`config.mk`:
```
export PLATFORM = sky130hd
export DESIGN_NAME = lph_mod_div
export DESIGN_NICKNAME = d
export VERILOG_FILES = /design/src/sv/lph_pkg.sv /design/src/sv/lph_mod_div.sv
export SDC_FILE = /design/constraint.sdc
export NUM_CORES = 1
export LEC_CHECK = 0
export BUFFER_PORTS_ARGS = -buffer_cell sky130_fd_sc_hd__buf_2
export CAP_MARGIN = 15
export CORE_UTILIZATION = 50
export CTS_CLUSTER_DIAMETER = 30
export CTS_CLUSTER_SIZE = 8
export DETAILED_ROUTE_END_ITERATION = 8
export PLACE_DENSITY = 0.72
export SETUP_SLACK_MARGIN = 0.1
export SLEW_MARGIN = 20
export SYNTH_ARGS = -nofsm -noshare
export SYNTH_HDL_FRONTEND = slang
export SYNTH_SLANG_ARGS = --single-unit
export TNS_END_PERCENT = 1
```
`constraint.sdc`:
```
create_clock -name clk -period 9.7 [get_ports clk]
set_input_delay 1.94 -clock clk [delete_from_list [all_inputs] [get_ports clk]]
set_output_delay 1.94 -clock clk [all_outputs]
set_load 0.02 [all_outputs]
```
`src/sv/lph_pkg.sv`:
```
// shared constants, types and codes of the linear probing hash table
`timescale 1ns / 1ps
`default_nettype none

package lph_pkg;

	// table geometry
	localparam int MAX_SLOTS = 1024;
	localparam int KEY_BITS  = 64;
	localparam int SLOT_AW   = $clog2(MAX_SLOTS);
	localparam int CNT_W     = SLOT_AW + 1;

	// port field widths
	localparam int CMD_W     = 2;
	localparam int KEY_W     = 64;
	localparam int HASH_BITS = 32;
	localparam int VAL_W     = 32;
	localparam int STATUS_W  = 2;
	localparam int LIVE_W    = 11;
	localparam int CFG_W     = 11;

	// slot count register
	localparam logic [CFG_W-1:0] COUNT_RESET = CFG_W'(15);
	localparam int MIN_SLOTS = 2;

	// remainder unit: quotient bits retired per cycle
	localparam int DIV_RADIX_BITS = 2;
	localparam int DIV_CYCLES     = HASH_BITS / DIV_RADIX_BITS;
	localparam int DIV_CNT_W      = $clog2(DIV_CYCLES);

	// commands
	localparam logic [CMD_W-1:0] CMD_GET    = 2'd0;
	localparam logic [CMD_W-1:0] CMD_PUT    = 2'd1;
	localparam logic [CMD_W-1:0] CMD_REMOVE = 2'd2;

	// result status
	localparam logic [STATUS_W-1:0] STATUS_OK   = 2'd0;
	localparam logic [STATUS_W-1:0] STATUS_MISS = 2'd1;
	localparam logic [STATUS_W-1:0] STATUS_FULL = 2'd2;

	// slot marks
	localparam int MARK_W = 2;
	localparam logic [MARK_W-1:0] MARK_EMPTY = 2'd0;
	localparam logic [MARK_W-1:0] MARK_LIVE  = 2'd1;
	localparam logic [MARK_W-1:0] MARK_TOMB  = 2'd2;

	typedef struct packed {
		logic [KEY_BITS-1:0]  key;
		logic [HASH_BITS-1:0] hash;
		logic [VAL_W-1:0]     value;
	} slot_entry_t;

	typedef struct packed {
		logic [SLOT_AW-1:0] rd_addr;
		logic [SLOT_AW-1:0] wr_addr;
		logic               mark_we;
		logic [MARK_W-1:0]  wr_mark;
		logic               entry_we;
		slot_entry_t        wr_entry;
	} mem_req_t;

	typedef struct packed {
		logic [MARK_W-1:0] mark;
		slot_entry_t       entry;
	} mem_rsp_t;

endpackage

`default_nettype wire

```
`src/sv/lph_mod_div.sv`:
```
// iterative remainder unit: hash modulo slot count, two bits per cycle
`timescale 1ns / 1ps
`default_nettype none

module lph_mod_div (
	input  wire logic                           clk,
	input  wire logic                           arst_n,
	input  wire logic                           start,
	input  wire logic [lph_pkg::HASH_BITS-1:0]  dividend,
	input  wire logic [lph_pkg::CNT_W-1:0]      divisor,
	output logic                                done,
	output logic [lph_pkg::SLOT_AW-1:0]         remainder
);

	logic                           busy_q;
	logic                           done_q;
	logic [lph_pkg::DIV_CNT_W-1:0]  cnt_q;
	logic [lph_pkg::HASH_BITS-1:0]  dvd_q;
	logic [lph_pkg::CNT_W-1:0]      dvs_q;
	logic [lph_pkg::CNT_W-1:0]      rem_q;
	logic [lph_pkg::HASH_BITS-1:0]  dvd_nx;
	logic [lph_pkg::CNT_W-1:0]      rem_nx;

	// restoring steps, one per quotient bit
	always_comb begin
		logic [lph_pkg::CNT_W-1:0]      r;
		logic [lph_pkg::HASH_BITS-1:0]  d;
		logic [lph_pkg::CNT_W:0]        t;
		r = rem_q;
		d = dvd_q;
		t = '0;
		for (int i = 0; i < lph_pkg::DIV_RADIX_BITS; i++) begin
			t = {r, d[lph_pkg::HASH_BITS-1]};
			d = d << 1;
			if (t >= {1'b0, dvs_q})
				t = t - {1'b0, dvs_q};
			r = t[lph_pkg::CNT_W-1:0];
		end
		rem_nx = r;
		dvd_nx = d;
	end

	// iteration control
	always_ff @(posedge clk or negedge arst_n) begin
		if (!arst_n) begin
			busy_q <= 1'b0;
			done_q <= 1'b0;
			cnt_q  <= '0;
		end else begin
			done_q <= 1'b0;
			if (start) begin
				busy_q <= 1'b1;
				cnt_q  <= '0;
			end else if (busy_q) begin
				cnt_q <= cnt_q + 1'b1;
				if (cnt_q == lph_pkg::DIV_CNT_W'(lph_pkg::DIV_CYCLES - 1)) begin
					busy_q <= 1'b0;
					done_q <= 1'b1;
				end
			end
		end
	end

	// datapath
	always_ff @(posedge clk) begin
		if (start) begin
			dvd_q <= dividend;
			dvs_q <= divisor;
			rem_q <= '0;
		end else if (busy_q) begin
			dvd_q <= dvd_nx;
			rem_q <= rem_nx;
		end
	end

	assign done      = done_q;
	assign remainder = rem_q[lph_pkg::SLOT_AW-1:0];

endmodule

`default_nettype wire

```
==> metrics.cfg <==
[status]
run_status=completed

[sta]
timing.final.crit_share_pct=46.25
tns_ns=0
finalCriticalPeriod_ns=4.486
skew_ns=0.008170
rsz0062_at_grt=false
relSlewSlack_pct=39.66
drv_slew=0
worstMarginPinSlew_ns=0.9051
setup_violations=0
hold_viol_final=0
fmax_ghz=0.2229

[finish]
drive_gt1_share_pct=29.97
fin_area_sq_um=4222
mostFrequentLayoutCells=buf_2, edfxtp_1, mux2_2
area_delta_synth_final_pct=13.30
nFillCells=633
layout_commonest_cell=buf_2
fin_cells=486
nets=453
num_antenna_cells=0

[drt]
first_pass_iters=4
drc=0
postRouteAntennaNets=0
routedWlPerCell_um=15.13
routed_wl_mm=7.353
post_drt_via_cell_ratio=5.584
drt_iter0_markers=182
vias=2714

[synthesis]
synth_seq_cells=60
synthAdderAreaFrac_pct=9.066
synth_compound_area_share_pct=14.30
synth_cell_type_count=56
synth_top_family_by_area=compound AO/OA/AOI/OAI gates
ys.flop_type=edfxtp_1
seq_area_frac_synth_pct=44.59
synth-xor-area-share_pct=3.056
synth_area_per_cell_sq_um=11.09
synth-edff-count=43
synthMuxAreaShare_pct=13.06
synth_fp_nets=407
async_reset_ff_share_pct=10.00
synth_area_sq_um=3726
synth-simple-area-share_pct=10.17
yosys_warnings=0
syn_inst=336

[place]
dp_hpwl_mm=5.373
portBuffers=56
post_dp_cell_area_sq_um=4006
dp.cells=470
gp_congestion=0.9078

[critical_path]
r2r-end=rem_q[1]
r2r_slack_ns=5.21
critPathLaunch=dvd_q[31]
worstPathArrival_ns=4.72
start_kind=flip-flop
timing.rr.start=dvd_q[31]
crit_path_end_kind=flip-flop
path_class=flip-flop to flip-flop
crit_path_max_fanout=16
reg2reg_depth=17
endpoint=rem_q[1]
critPathRequiredTime_ns=9.94

[cts]
clkSinkCount=60
root_buffer=clkbuf_8
clkTransAtPathRegs_ns=0.07
cts.path.max_buffers=2
insertion_delay_ns=0.33
cts_setup_buffers=0
post_cts_resized=0
numCtsBuffers=9
htree_num_levels=3
cts_tree=done
cts_hold_buf=0

[global_routing]
antenna_found_initial=0
grt_pass1_wl_mm=12.10
first_global_vias=2600
gr-total-overflow=0
grt_max_degree=64
grtUsageTotal_pct=20.56

[die]
rows=31
initial_core_util_pct=51.65
die_area_sq_um=7801
die_w_um=88.33
coreArea_sq_um=7214
die_h_um=88.33
ios=57

[power]
vdd_drop_max_v=0.0001325
pwr_density_cell_nw_per_um2=286.0
finalPower_w=0.001207
p_leak_nw=1.857

[flow_run]
drv_cap=0

[hold_path]
hold_path_class=flip-flop to flip-flop

[report_power, final]
part | switching, W | internal [W] | total [W]
clock | 0.0000990 | 0.000143 | 0.000242
combinational | 0.000340 | 0.000281 | 0.000621
sequential | 0.0000278 | 0.000316 | 0.000344
[per-stage QoR]
step / hold slack [ns] / setup slack, ns / utilization (%)
after global placement: 0.4947 / 5.366 / 55.53
after CTS: 0.5139 / 5.222 / 58.52
after detailed placement: 0.5043 / 5.244 / 55.53
after floorplan: 0.4733 / 5.700 / -
after global routing: 0.5543 / 4.854 / 58.52
final: 0.5174 / 5.214 / 58.52
[layout make-up]
type | instances | area [sq um] | area share (%)
clock buffer | 9 | 123.9 | 2.934
clock inverter | 7 | 91.34 | 2.164
inverter | 22 | 82.58 | 1.956
multi-input combinational | 232 | 1851 | 43.84
sequential | 60 | 1662 | 39.36
tap | 99 | 123.9 | 2.934
timing repair buffer | 57 | 287.8 | 6.817
[critical path: stages, from the launching register on]
cell and delay [ns]:
edfxtp_1 0.36, inv_1 0.08, ha_1 0.19, fa_1 0.26, nor2b_4 0.06, o31a_1 0.30, o21a_1 0.24, o21ai_1 0.42
mux2i_1 0.34, inv_1 0.09, fa_1 0.43, nand2b_1 0.18, a21oi_1 0.24, o21ai_0 0.15, a32o_1 0.28, o221a_4 0.19
or4b_1 0.48, o311ai_1 0.10
[routing by layer]
layer / share of wire (%) / up-vias / global-route usage (%)
met1: 46 / 1276 / 26.33
li1: - / 1341 / -
met5: 0 / - / 0
met2: 45 / 85 / 32.10
met3: 6.5 / 12 / 7.090
met4: 1.8 / 0 / 8.065
[logic make-up after synthesis]
kind of cell,count (synthesis)
DFF,60
and+or+nand+nor,75
xor gates and xnor gates,13
adders and majority gates,26
buffers and inverters,44
muxes,44
AOI/OAI and AO/OA,74
[registers in the layout (all words and copies together) (netlist names)]
register / count
cnt_q: 4
rem_q: 11
busy_q: 1
done: 1
dvs_q: 11
dvd_q: 32
[synthesized netlist by cell type, types with 6 or more instances]
master	instances	area share [%]
o21ai_0	12	1.6
inv_1	22	2.2
ha_1	23	7.7
dfrtp_1	6	4.0
mux2i_1	10	2.7
nor2_1	25	2.5
dfxtp_1	11	5.9
xnor2_1	6	1.4
mux2_2	33	10
buf_4	11	2.2
a211oi_1	7	1.4
a21oi_1	13	1.7
nor3_1	6	0.81
edfxtp_1	43	35
nand2_1	13	1.3
o21a_1	8	1.6
xor2_1	7	1.6
[worst min path at each step]
stage | cells after the start | endpoint | from | slack [ns]
floorplan | 2 | rem_q[10] | rem_q[10] | 0.47
global placement | 2 | rem_q[10] | rem_q[10] | 0.49
detailed placement | 2 | rem_q[10] | rem_q[10] | 0.50
CTS | 2 | rem_q[10] | rem_q[10] | 0.51
global route | 2 | rem_q[10] | rem_q[10] | 0.55
finish | 2 | rem_q[10] | rem_q[10] | 0.52
Note: power is estimated with default switching activity, not from simulation.
